--- src/hdl/sfsc_pkg.sv ---
// Shared types, constants and helpers for the SYN flood source counter.
`default_nettype none

package sfsc_pkg;

  localparam int unsigned IP_W     = 32;
  localparam int unsigned CNT_W    = 16;
  localparam int unsigned EIDX_W   = 6;
  localparam int unsigned CFG_IDX_W = 2;
  localparam int unsigned CFG_W    = 16;

  localparam logic [CNT_W-1:0] CNT_MAX = 16'hFFFF;

  // Register indexes on the configuration port.
  localparam logic [CFG_IDX_W-1:0] REG_ALARM_LEVEL    = 2'd0;
  localparam logic [CFG_IDX_W-1:0] REG_CLEAR_INTERVAL = 2'd1;

  localparam logic [CFG_W-1:0] ALARM_LEVEL_RST    = 16'd10;
  localparam logic [CFG_W-1:0] CLEAR_INTERVAL_RST = 16'd1;

  // Item kinds as sorted by the front end.
  typedef enum logic [1:0] {
    CMD_OTHER = 2'd0,  // packet that is not SYN-only
    CMD_SYN   = 2'd1,  // SYN without ACK, gets counted
    CMD_TICK  = 2'd2   // one time tick
  } cmd_kind_e;

  typedef struct packed {
    cmd_kind_e       kind;
    logic [IP_W-1:0] ip;
  } cmd_t;

  typedef struct packed {
    logic              flood_alarm;
    logic              table_full;
    logic [CNT_W-1:0]  hit_count;
    logic [EIDX_W-1:0] entry_index;
    logic              counts_cleared;
  } result_t;

  typedef enum logic [3:0] {
    ST_IDLE   = 4'b0001,
    ST_SCAN   = 4'b0010,
    ST_UPDATE = 4'b0100,
    ST_CLEAR  = 4'b1000
  } state_e;

  // Increment that sticks at the top value.
  function automatic logic [CNT_W-1:0] sat_inc(input logic [CNT_W-1:0] v);
    return (v == CNT_MAX) ? v : v + 16'd1;
  endfunction

endpackage

`default_nettype wire

--- src/hdl/sfsc_front.sv ---
// Front end: takes transactions and sorts them into queue commands.
`default_nettype none

module sfsc_front import sfsc_pkg::*; (
  input  wire logic            clk_i,
  input  wire logic            rst_ni,
  input  wire logic            start_i,
  input  wire logic            func_i,
  input  wire logic [IP_W-1:0] source_ip_i,
  input  wire logic            syn_flag_i,
  input  wire logic            ack_flag_i,
  input  wire logic            q_full_i,
  output logic                 busy_o,
  output logic                 push_o,
  output cmd_t                 cmd_o
);

  // Registered busy so the port never follows start combinationally.
  logic busy_q;

  always_ff @(posedge clk_i or negedge rst_ni) begin
    if (!rst_ni) begin
      busy_q <= 1'b0;
    end else begin
      busy_q <= 1'b0;
    end
  end

  assign busy_o = q_full_i | busy_q;
  assign push_o = start_i & ~busy_o;

  always_comb begin
    cmd_o.ip = source_ip_i;
    if (func_i) begin
      cmd_o.kind = CMD_TICK;
    end else if (syn_flag_i && !ack_flag_i) begin
      cmd_o.kind = CMD_SYN;
    end else begin
      cmd_o.kind = CMD_OTHER;
    end
  end

endmodule

`default_nettype wire

--- src/hdl/sfsc_queue.sv ---
// Two-entry command queue between the front end and the table engine.
`default_nettype none

module sfsc_queue import sfsc_pkg::*; (
  input  wire logic clk_i,
  input  wire logic rst_ni,
  input  wire logic push_i,
  input  cmd_t      push_data_i,
  input  wire logic pop_i,
  output cmd_t      head_o,
  output logic      empty_o,
  output logic      full_o
);

  cmd_t       slot_q [2];
  logic       wr_ptr_q, wr_ptr_d;
  logic       rd_ptr_q, rd_ptr_d;
  logic [1:0] fill_q, fill_d;
  logic       do_push, do_pop;

  assign empty_o = (fill_q == 2'd0);
  assign full_o  = (fill_q == 2'd2);
  assign do_push = push_i & ~full_o;
  assign do_pop  = pop_i & ~empty_o;
  assign head_o  = slot_q[rd_ptr_q];

  always_comb begin
    wr_ptr_d = wr_ptr_q ^ do_push;
    rd_ptr_d = rd_ptr_q ^ do_pop;
    fill_d   = fill_q;
    if (do_push && !do_pop) begin
      fill_d = fill_q + 2'd1;
    end else if (do_pop && !do_push) begin
      fill_d = fill_q - 2'd1;
    end
  end

  always_ff @(posedge clk_i or negedge rst_ni) begin
    if (!rst_ni) begin
      wr_ptr_q <= 1'b0;
      rd_ptr_q <= 1'b0;
      fill_q   <= 2'd0;
    end else begin
      wr_ptr_q <= wr_ptr_d;
      rd_ptr_q <= rd_ptr_d;
      fill_q   <= fill_d;
    end
  end

  always_ff @(posedge clk_i) begin
    if (do_push) begin
      slot_q[wr_ptr_q] <= push_data_i;
    end
  end

endmodule

`default_nettype wire

--- src/hdl/sfsc_back.sv ---
// Table engine: source lookup, count update and interval clear.
`default_nettype none

module sfsc_back import sfsc_pkg::*; #(
  parameter int unsigned TABLE_DEPTH = 64
) (
  input  wire logic                 clk_i,
  input  wire logic                 rst_ni,
  input  wire logic                 cfg_we_i,
  input  wire logic [CFG_IDX_W-1:0] cfg_idx_i,
  input  wire logic [CFG_W-1:0]     cfg_wdata_i,
  input  cmd_t                      q_head_i,
  input  wire logic                 q_empty_i,
  output logic                      pop_o,
  output logic                      done_o,
  output result_t                   res_o
);

  localparam int unsigned IDX_W  = (TABLE_DEPTH > 1) ? $clog2(TABLE_DEPTH) : 1;
  localparam int unsigned USED_W = $clog2(TABLE_DEPTH + 1);
  localparam logic [USED_W-1:0] DEPTH_U = USED_W'(TABLE_DEPTH);

  // Tables
  logic [IP_W-1:0]  addr_mem [TABLE_DEPTH];
  logic [CNT_W-1:0] cnt_mem  [TABLE_DEPTH];
  logic [IP_W-1:0]  addr_rd_q;
  logic [CNT_W-1:0] cnt_rd_q;

  logic             addr_re, addr_we;
  logic [IDX_W-1:0] addr_ra, addr_wa;
  logic             cnt_re, cnt_we;
  logic [IDX_W-1:0] cnt_ra, cnt_wa;
  logic [CNT_W-1:0] cnt_wd;

  // Control state
  state_e            state_q, state_d;
  logic [USED_W-1:0] used_q, used_d;
  logic [CNT_W-1:0]  ticks_q, ticks_d;
  logic [CFG_W-1:0]  thr_q, intv_q;
  logic [IP_W-1:0]   ip_q, ip_d;
  logic [USED_W-1:0] scan_q, scan_d;
  logic              cmp_vld_q, cmp_vld_d;
  logic [IDX_W-1:0]  cmp_idx_q, cmp_idx_d;
  logic [IDX_W-1:0]  slot_q, slot_d;
  logic              new_q, new_d;
  logic [USED_W-1:0] wi_q, wi_d;
  logic              done_q, done_d;
  result_t           res_q, res_d;

  logic              hit;
  logic [CNT_W-1:0]  tick_inc, cnt_base, cnt_inc;
  logic              alarm;
  logic [USED_W-1:0] wi_inc;

  assign hit      = cmp_vld_q && (addr_rd_q == ip_q);
  assign tick_inc = sat_inc(ticks_q);
  assign cnt_base = new_q ? '0 : cnt_rd_q;
  assign cnt_inc  = sat_inc(cnt_base);
  assign alarm    = (cnt_inc >= thr_q);
  assign wi_inc   = wi_q + USED_W'(1);

  assign done_o = done_q;
  assign res_o  = res_q;

  always_comb begin
    state_d   = state_q;
    used_d    = used_q;
    ticks_d   = ticks_q;
    ip_d      = ip_q;
    scan_d    = scan_q;
    cmp_vld_d = 1'b0;
    cmp_idx_d = cmp_idx_q;
    slot_d    = slot_q;
    new_d     = new_q;
    wi_d      = wi_q;
    done_d    = 1'b0;
    res_d     = '0;
    pop_o     = 1'b0;
    addr_re   = 1'b0;
    addr_ra   = scan_q[IDX_W-1:0];
    addr_we   = 1'b0;
    addr_wa   = used_q[IDX_W-1:0];
    cnt_re    = 1'b0;
    cnt_ra    = cmp_idx_q;
    cnt_we    = 1'b0;
    cnt_wa    = slot_q;
    cnt_wd    = '0;

    case (state_q)
      ST_IDLE: begin
        if (!q_empty_i) begin
          pop_o = 1'b1;
          case (q_head_i.kind)
            CMD_TICK: begin
              done_d = 1'b1;
              if (tick_inc >= intv_q) begin
                ticks_d              = '0;
                res_d.counts_cleared = 1'b1;
                if (used_q != '0) begin
                  wi_d    = '0;
                  state_d = ST_CLEAR;
                end
              end else begin
                ticks_d = tick_inc;
              end
            end
            CMD_SYN: begin
              ip_d    = q_head_i.ip;
              scan_d  = '0;
              state_d = ST_SCAN;
            end
            default: begin
              done_d = 1'b1;
            end
          endcase
        end
      end

      ST_SCAN: begin
        if (hit) begin
          cnt_re  = 1'b1;
          slot_d  = cmp_idx_q;
          new_d   = 1'b0;
          state_d = ST_UPDATE;
        end else if (scan_q < used_q) begin
          addr_re   = 1'b1;
          cmp_idx_d = scan_q[IDX_W-1:0];
          cmp_vld_d = 1'b1;
          scan_d    = scan_q + USED_W'(1);
        end else if (used_q >= DEPTH_U) begin
          res_d.table_full = 1'b1;
          done_d           = 1'b1;
          state_d          = ST_IDLE;
        end else begin
          addr_we = 1'b1;
          slot_d  = used_q[IDX_W-1:0];
          new_d   = 1'b1;
          state_d = ST_UPDATE;
        end
      end

      ST_UPDATE: begin
        cnt_we            = 1'b1;
        cnt_wd            = alarm ? '0 : cnt_inc;
        res_d.hit_count   = cnt_inc;
        res_d.entry_index = EIDX_W'(slot_q);
        res_d.flood_alarm = alarm;
        done_d            = 1'b1;
        if (new_q) begin
          used_d = used_q + USED_W'(1);
        end
        state_d = ST_IDLE;
      end

      ST_CLEAR: begin
        cnt_we = 1'b1;
        cnt_wa = wi_q[IDX_W-1:0];
        wi_d   = wi_inc;
        if (wi_inc >= used_q) begin
          state_d = ST_IDLE;
        end
      end

      default: begin
        state_d = ST_IDLE;
      end
    endcase
  end

  always_ff @(posedge clk_i or negedge rst_ni) begin
    if (!rst_ni) begin
      state_q   <= ST_IDLE;
      used_q    <= '0;
      ticks_q   <= '0;
      cmp_vld_q <= 1'b0;
      done_q    <= 1'b0;
      thr_q     <= ALARM_LEVEL_RST;
      intv_q    <= CLEAR_INTERVAL_RST;
    end else begin
      state_q   <= state_d;
      used_q    <= used_d;
      ticks_q   <= ticks_d;
      cmp_vld_q <= cmp_vld_d;
      done_q    <= done_d;
      if (cfg_we_i) begin
        case (cfg_idx_i)
          REG_ALARM_LEVEL:    thr_q  <= cfg_wdata_i;
          REG_CLEAR_INTERVAL: intv_q <= cfg_wdata_i;
          default: ;
        endcase
      end
    end
  end

  // Payload, no reset needed
  always_ff @(posedge clk_i) begin
    ip_q      <= ip_d;
    scan_q    <= scan_d;
    cmp_idx_q <= cmp_idx_d;
    slot_q    <= slot_d;
    new_q     <= new_d;
    wi_q      <= wi_d;
    res_q     <= res_d;
  end

  always_ff @(posedge clk_i) begin
    if (addr_we) begin
      addr_mem[addr_wa] <= ip_q;
    end
    if (addr_re) begin
      addr_rd_q <= addr_mem[addr_ra];
    end
  end

  always_ff @(posedge clk_i) begin
    if (cnt_we) begin
      cnt_mem[cnt_wa] <= cnt_wd;
    end
    if (cnt_re) begin
      cnt_rd_q <= cnt_mem[cnt_ra];
    end
  end

endmodule

`default_nettype wire

--- src/hdl/syn_flood_source_counter.sv ---
// Top level of the per-source SYN rate counter.
//
// Usage:
//   Input channel: a transaction is taken at a rising edge with start_i high
//   and busy_o low. func_i = 0 is a packet (source_ip_i, syn_flag_i,
//   ack_flag_i), func_i = 1 is one time tick.
//   Result channel: every transaction yields one result, shown for exactly
//   one cycle with done_o high. The receiver cannot stall; results leave in
//   input order.
//   Config: cfg_we_i writes cfg_wdata_i to register cfg_idx_i
//   (0 alarm threshold, 1 clear interval); other indexes are dropped.
//   Write only while idle.
// Timing:
//   Front end queues up to two transactions, so busy_o rises only when the
//   queue is full. The engine reads one stored address per cycle from the
//   address memory, so the time a SYN packet takes grows with entries_used
//   (TABLE_DEPTH at most); a tick or non-SYN packet yields its result
//   without a search. A tick that ends the interval then walks the count
//   memory, one entry per cycle, before the next transaction.
// Reset: the table is emptied (used count to zero), tick counter cleared,
//   registers back to threshold 10 and interval 1. No clearing pass.
`default_nettype none

module syn_flood_source_counter import sfsc_pkg::*; #(
  parameter int unsigned TABLE_DEPTH = 64
) (
  input  wire logic                 clk_i,
  input  wire logic                 rst_ni,
  input  wire logic                 start_i,
  output logic                      busy_o,
  input  wire logic                 func_i,
  input  wire logic [IP_W-1:0]      source_ip_i,
  input  wire logic                 syn_flag_i,
  input  wire logic                 ack_flag_i,
  input  wire logic                 cfg_we_i,
  input  wire logic [CFG_IDX_W-1:0] cfg_idx_i,
  input  wire logic [CFG_W-1:0]     cfg_wdata_i,
  output logic                      done_o,
  output logic                      flood_alarm_o,
  output logic                      table_full_o,
  output logic [CNT_W-1:0]          hit_count_o,
  output logic [EIDX_W-1:0]         entry_index_o,
  output logic                      counts_cleared_o
);

  // front -> queue
  logic    push;
  cmd_t    push_cmd;
  logic    q_full;
  // queue -> back
  cmd_t    q_head;
  logic    q_empty;
  logic    pop;
  result_t res;

  sfsc_front u_front (
    .clk_i       (clk_i),
    .rst_ni      (rst_ni),
    .start_i     (start_i),
    .func_i      (func_i),
    .source_ip_i (source_ip_i),
    .syn_flag_i  (syn_flag_i),
    .ack_flag_i  (ack_flag_i),
    .q_full_i    (q_full),
    .busy_o      (busy_o),
    .push_o      (push),
    .cmd_o       (push_cmd)
  );

  sfsc_queue u_queue (
    .clk_i       (clk_i),
    .rst_ni      (rst_ni),
    .push_i      (push),
    .push_data_i (push_cmd),
    .pop_i       (pop),
    .head_o      (q_head),
    .empty_o     (q_empty),
    .full_o      (q_full)
  );

  sfsc_back #(
    .TABLE_DEPTH (TABLE_DEPTH)
  ) u_back (
    .clk_i       (clk_i),
    .rst_ni      (rst_ni),
    .cfg_we_i    (cfg_we_i),
    .cfg_idx_i   (cfg_idx_i),
    .cfg_wdata_i (cfg_wdata_i),
    .q_head_i    (q_head),
    .q_empty_i   (q_empty),
    .pop_o       (pop),
    .done_o      (done_o),
    .res_o       (res)
  );

  assign flood_alarm_o    = res.flood_alarm;
  assign table_full_o     = res.table_full;
  assign hit_count_o      = res.hit_count;
  assign entry_index_o    = res.entry_index;
  assign counts_cleared_o = res.counts_cleared;

endmodule

`default_nettype wire
--- config.mk ---
export PLATFORM = sky130hd
export DESIGN_NAME = syn_flood_source_counter
export DESIGN_NICKNAME = d
export VERILOG_FILES = /design/src/hdl/sfsc_pkg.sv /design/src/hdl/sfsc_front.sv /design/src/hdl/sfsc_queue.sv /design/src/hdl/sfsc_back.sv /design/src/hdl/syn_flood_source_counter.sv
export SDC_FILE = /design/constraint.sdc
export NUM_CORES = 2
export LEC_CHECK = 0
export BUFFER_PORTS_ARGS = -buffer_cell sky130_fd_sc_hd__buf_4
export CAP_MARGIN = 40
export CORE_MARGIN = 3
export CORE_UTILIZATION = 63
export DETAILED_ROUTE_END_ITERATION = 10
export GPL_ROUTABILITY_DRIVEN = 0
export HOLD_SLACK_MARGIN = 0.12
export PLACE_DENSITY = 0.79
export SYNTH_ARGS = -nofsm -noshare
export SYNTH_HDL_FRONTEND = slang
export SYNTH_SLANG_ARGS = --single-unit
--- constraint.sdc ---
create_clock -name clk_i -period 10.3 [get_ports clk_i]
set_input_delay 1.545 -clock clk_i [delete_from_list [all_inputs] [get_ports clk_i]]
set_output_delay 1.545 -clock clk_i [all_outputs]
set_load 0.02 [all_outputs]
# == Word level (Yosys, flattened, before mapping) ==
# Memory sizes are Yosys's and may differ from the RTL's. A register that Yosys moved wholly into a read port is not among the register bits.
# Index checks and enable logic that the tools add are counted.
# word_totals
reg_bits,149
mem_bits_rw,3140
inputBits,57
memories,3
# classes
addsub,7
order_cmp,5
n_eq_ne,25
mux,60
bitwise,10
reduce_logical,25
# mem_list
name,depth,width,read_ports,rd_clocked_by_memory_dff,write_ports,line_no,text
u_back.addr_mem,64,32,1,1,1,sfsc_back.sv:24,logic [IP_W-1:0] addr_mem [TABLE_DEPTH];
u_back.cnt_mem,64,16,1,1,1,sfsc_back.sv:25,logic [CNT_W-1:0] cnt_mem [TABLE_DEPTH];
u_queue.slot_q,2,34,1,0,1,sfsc_queue.sv:15,cmd_t slot_q [2];
# ops
cell,n
$mux W16,6
$mux W7,8
$add A16 B1 Y16 const B,2
$eq A16 B16 Y1 const B,2
$eq A32 B32 Y1,1
$ge A16 B16 Y1,2
$pmux W7 S2,2
$mux W1,27
$mux W4,6
$mux W6,4
$add A7 B1 Y7 const B,3
$ne A2 B1 Y1 const B,6
$pmux W4 S3,1
$reduce_and A3 Y1,4
$reduce_and A5 Y1,2
$ne A3 B2 Y1 const B,3
$ne A2 B2 Y1 const B,4
$pmux W4 S2,1
$ge A7 B7 Y1,1
$ge A7 B7 Y1 const B,1
$lt A7 B7 Y1,1
$reduce_bool A7 Y1,1
$mux W2,3
$reduce_and A2 Y1,3
21 further kinds,38

# == Longest topological paths before layout ==
# depth
depth_word,8
depth_mapped,17

# == Hierarchy ==
# From an unflattened synthesis, not the netlist that was laid out.
# unflattened
cells_unflattened,5582
area_unflattened_um2,129000.0
# by_module_without_submodules
module,n_inst,cells_each,area_each_um2,seq_area_each_um2
sfsc_back,1,5422,125915.8,97493.5
sfsc_queue,1,124,2810.2,2142.1
sfsc_front,1,36,274.0,0.0

# == Worst setup path after synthesis ==
# OpenSTA, ideal clock, no wires.
# synth_path
path_type,reg2reg
from,register u_back.new_q
to,memory u_back.cnt_mem[0][9] (data pin)
arrival_ns,7.040
required_time_ns,9.438
slack_ns,2.398
path_stages_with_launch,18
path_buffers,2
period_less_slack_ns,7.902
path_cell_list,edfxtp_1 > clkbuf_1 > nor2b_1 > ha_1 > nand3_1 > or4b_2 > o21ai_0 > nor2_1 > xnor2_1 > nor2_1 > ha_1 > a21o_1 > a211oi_1 > o21ai_0 > o2111ai_1 > a311oi_1 > clkbuf_1 > nor4_1
# synth_between
elab_chain_len,6
elab_cells_between_ends,7
cone_classes,add/sub: 1; order compare: 1; eq/ne: 1; mux: 4
# synth_lines
element,line_no,text
"start, declared",sfsc_back.sv:45,"logic new_q, new_d;"
"start signal, assigned",sfsc_back.sv:201,new_q <= new_d;
$mux W16 (*),sfsc_back.sv:57,assign cnt_base = new_q ? '0 : cnt_rd_q;
$add A16 B1 Y16 or $eq A16 B16 Y1 (tied branches),sfsc_pkg.sv:50,return (v == CNT_MAX) ? v : v + 16'd1;
$mux W16 (*),sfsc_pkg.sv:50,
via u_back.cnt_inc[4],sfsc_back.sv:51,"logic [CNT_W-1:0] tick_inc, cnt_base, cnt_inc;"
$ge A16 B16 Y1 (*),sfsc_back.sv:59,assign alarm = (cnt_inc >= thr_q);
$mux W16 (*),sfsc_back.sv:144,cnt_wd = alarm ? '0 : cnt_inc;
$mux W16 (*),sfsc_back.sv:89,case (state_q)
via u_back.cnt_wd[9],sfsc_back.sv:33,logic [CNT_W-1:0] cnt_wd;
"end, declared",sfsc_back.sv:25,
# Mark *: on every way through the listed nets, which the timed path passes. The rest lies on a longest branch.

# == Final worst setup path ==
# layout_path
from,register u_back.new_q
to,memory u_back.cnt_mem[39][2] (data pin)
# Same word-level chain as after synthesis.

==> impl_metrics.yaml <==
floorplanning:
  rows: 165
  die_h_um: 458
  pin_count: 84
  fp.dieW_um: 458
  coreArea_um2: 203000
  start_util_pct: 63.5
  die_area_um2: 209000
synth:
  yosysSeqAreaShare_pct: 77.5
  synth_area_um2: 129000
  synthTopCellsByArea: "edfxtp_1 76%, mux4_2 18%, dfrtp_1 1.2%, ha_1 0.55%, nor2_1 0.53%"
  ys_ff_latch: 3337
  ys_types: 57
  netlist_instances: 5408
  syn_area_per_cell_um2: 23.8
  synth_largest_area_cell: "edfxtp_1"
  async_reset_ff_share_pct: 1.95
  synthesis.nets: 5521
  synth_flop_cell: "edfxtp_1"
  synth_top_cell_area_share_pct: 75.9
  ys_warn_count: 0
  synth-edff-count: 3247
cts:
  path_clk_slew_ps: 70
  clock-root-buffer: "clkbuf_16"
  hold_buffers: 0
  cts_buffers: 328
  cts_tree: "yes"
  cts_sinks: 3337
  cts_setup_buffers: 0
  cts_resized: 0
  htreeDepth: 5
  clockBufferDepth: 4
  clk_latency_ps: 980
layout:
  fill_cells: 10100
  drive_gt1_share_pct: 32.0
  area_growth_pct: 12.5
  layoutNonFillerInstCount: 8728
  nets: 5922
  post-route-util_pct: 71.4
placement:
  place_hpwl_um: 169000
  pre_cts_ws_ps: 4820
  port_buffers: 83
  dp.cells: 8150
run_status:
  status: "finished, final reports clean"
worst_setup_path:
  cp.required_ps: 11070
  worst_ep_arrival_time_ps: 6650
  critPathLaunchType: "flop"
  critPathCaptureType: "flop"
  path_cells: "nor2b_1 > ha_1 > nand3_1 > or4b_2 > o21ai_0 > nor2_1 > xnor2_1 > nor2_1 > ha_1 > a21o_1 > a211oi_1 > o21ai_0 > o2111ai_1 > a311oi_4 > buf_4 > nor2b_4 > buf_16"
  r2r-start: "u_back.new_q"
  critical_path_class: "reg -> reg"
  worstPathMaxFanout: 33
  r2r_slack_ps: 4410
  crit_path_top_delay_cell: "edfxtp_1"
  r2r_end: "u_back.cnt_mem[39][2]"
  path_delay_family: "simple AND/OR/NAND/NOR gates"
  critPathMaxStageDelay_ps: 780
  cp.buffers_inverters: 2
  reg2reg_depth: 17
power_and_ir_drop:
  powerDensity_nw_per_um2: 210
  ir_drop_uv: 239
  power.leakage_nw: 43.0
route:
  vias: 65400
  drcViolationCount: 0
  detail-route-antenna-nets: 0
  totalWireLength_um: 356000
  viasPerCell: 7.49
  drtIter0Drc: 12100
  post_drt_wl_per_cell_um: 40.8
  drtPass1Iterations: 10
grt:
  grt_pass1_vias: 66400
  grt_usage_pct: 34.6
  overflow: 0
  grt_max_degree: 163
  grt_pass1_wl_um: 505000
  grt_antenna_before_repair: 29
min_path:
  hold_path.class: "reg -> reg"
  holdPathEnd: "u_queue.fill_q[1]"
  worstHoldPathCells: 1
  min-delay-start: "u_queue.fill_q[1]"
timing:
  finalWorstSetupSlack_ps: 4410
  min_period_ps: 5890
  min_period_over_period_pct: 57.1
  rsz0062_at_grt: "no"
  fin_setup_tns_ps: 0
  slew_viol_final: 0
  fmax_mhz: 170
  relSlewSlack_pct: 25.2
  skew_ps: 58.2
  setup_viol: 0
  tightest_slew_ps: 1120
  holdWs_ps: 517
  finalHoldViolations: 0
flow_run:
  maxCapViolCount: 0
==> where the power goes <==
| part | switching, mW | internal, mW |
|---|---|---|
| Combinational | 2.04 | 1.27 |
| Clock | 5.12 | 6.50 |
| Sequential | 0.108 | 15.4 |
==> sequential cells by signal, summed over array words and instances, names as in the netlist, 6 cells and up <==
register,cells
u_back.cnt_rd_q,16
u_back.ip_q,32
u_back.cnt_mem,1024
u_back.wi_q,7
u_back.intv_q,16
u_queue.slot_q,68
u_back.addr_rd_q,32
u_back.scan_q,7
u_back.ticks_q,16
u_back.slot_q,6
u_back.cmp_idx_q,6
u_back.thr_q,16
u_back.addr_mem,2048
u_back.res_o,25
u_back.used_q,7
==> worst max path at each step <==
stage            startpoint                      to  slack [ps]  cells after the start
3_5_place_dp   u_back.new_q  u_back.cnt_mem[24][14]        4820                     17
5_1_grt        u_back.new_q   u_back.cnt_mem[13][9]        4160                     17
3_3_place_gp   u_back.new_q   u_back.cnt_mem[44][4]        4620                     16
6_report       u_back.new_q   u_back.cnt_mem[39][2]        4410                     17
4_1_cts        u_back.new_q   u_back.cnt_mem[11][9]        4550                     17
2_1_floorplan  u_back.new_q    u_back.cnt_mem[0][9]        2400                     17
==> cell type report <==
cell class / instances / area, µm² / area share (%)
Clock buffer: 400 / 8520 / 5.89
Clock inverter: 167 / 1460 / 1.01
Sequential cell: 3337 / 99600 / 68.9
Antenna cell: 10 / 25.0 / 0.0173
Multi-Input combinational cell: 1760 / 28300 / 19.6
Tap cell: 2672 / 3340 / 2.31
Timing Repair Buffer: 328 / 3140 / 2.17
Inverter: 54 / 203 / 0.140
==> cell usage after synthesis (25+ instances only) <==
cell	n
xnor2_1	32
nor2_1	183
buf_2	62
inv_1	53
nand2_1	72
dfrtp_1	61
mux4_2	1008
xor2_1	42
edfxtp_1	3247
nand3_1	39
mux2_2	58
o21ai_0	43
dfxtp_1	25
ha_1	56
clkbuf_1	137
buf_1	45
==> worst reg2reg max path: stages, from the launching register on <==
cell       delay, ps
edfxtp_1         780
nor2b_1          380
ha_1             260
nand3_1          140
or4b_2           720
o21ai_0          370
nor2_1           100
xnor2_1          230
nor2_1            90
ha_1             360
a21o_1           210
a211oi_1         290
o21ai_0          180
o2111ai_1        200
a311oi_4         150
buf_4            280
nor2b_4          690
buf_16           260
==> kinds of logic (layout without fill, tap and decap cells) <==
logic type / after synthesis / after routing / share of synthesized area (%)
AND/OR/NAND/NOR: 440 / 440 / 1.63
flip-flops: 3337 / 3337 / 77.5
other: 0 / 10 / 0
AO/OA/AOI/OAI: 117 / 117 / 0.559
adder cells (fa/ha/maj): 56 / 56 / 0.545
multiplexers: 1073 / 1073 / 18.2
buffers and inverters: 311 / 949 / 1.02
XOR/XNOR: 74 / 74 / 0.504
==> layer usage <==
layer  part of all wire [%]  track usage (%)
met1                     33             47.1
met5                  0.026                0
met4                    5.2             15.2
met2                     48             53.6
met3                     14             9.77
==> cell usage in the layout, fill, tap and decap left out, types with 42 or more instances in the layout <==
cell | Yosys | final
edfxtp_1 | 3247 | 3247
mux4_2 | 1008 | 1008
clkbuf_16 | 0 | 329
buf_4 | 10 | 283
nor2_1 | 183 | 98
clkinv_1 | 1 | 76
nand2_1 | 72 | 72
nor2_4 | 0 | 72
clkbuf_1 | 137 | 69
dfrtp_1 | 61 | 60
mux2_2 | 58 | 58
ha_1 | 56 | 54
inv_1 | 53 | 52
clkinv_2 | 0 | 48
o21ai_0 | 43 | 43
xor2_1 | 42 | 42
==> per-stage QoR <==
| step | area (µm²) | total power, mW |
|---|---|---|
| 2_1_floorplan | 129000 | 17.8 |
| 3_3_place_gp | 134000 | 18.7 |
| 3_5_place_dp | 135000 | 18.9 |
| 4_1_cts | 145000 | 30.4 |
| 5_1_grt | 145000 | 31.1 |
| 6_report | 145000 | 30.4 |
Power figures use the tool's default switching activity.
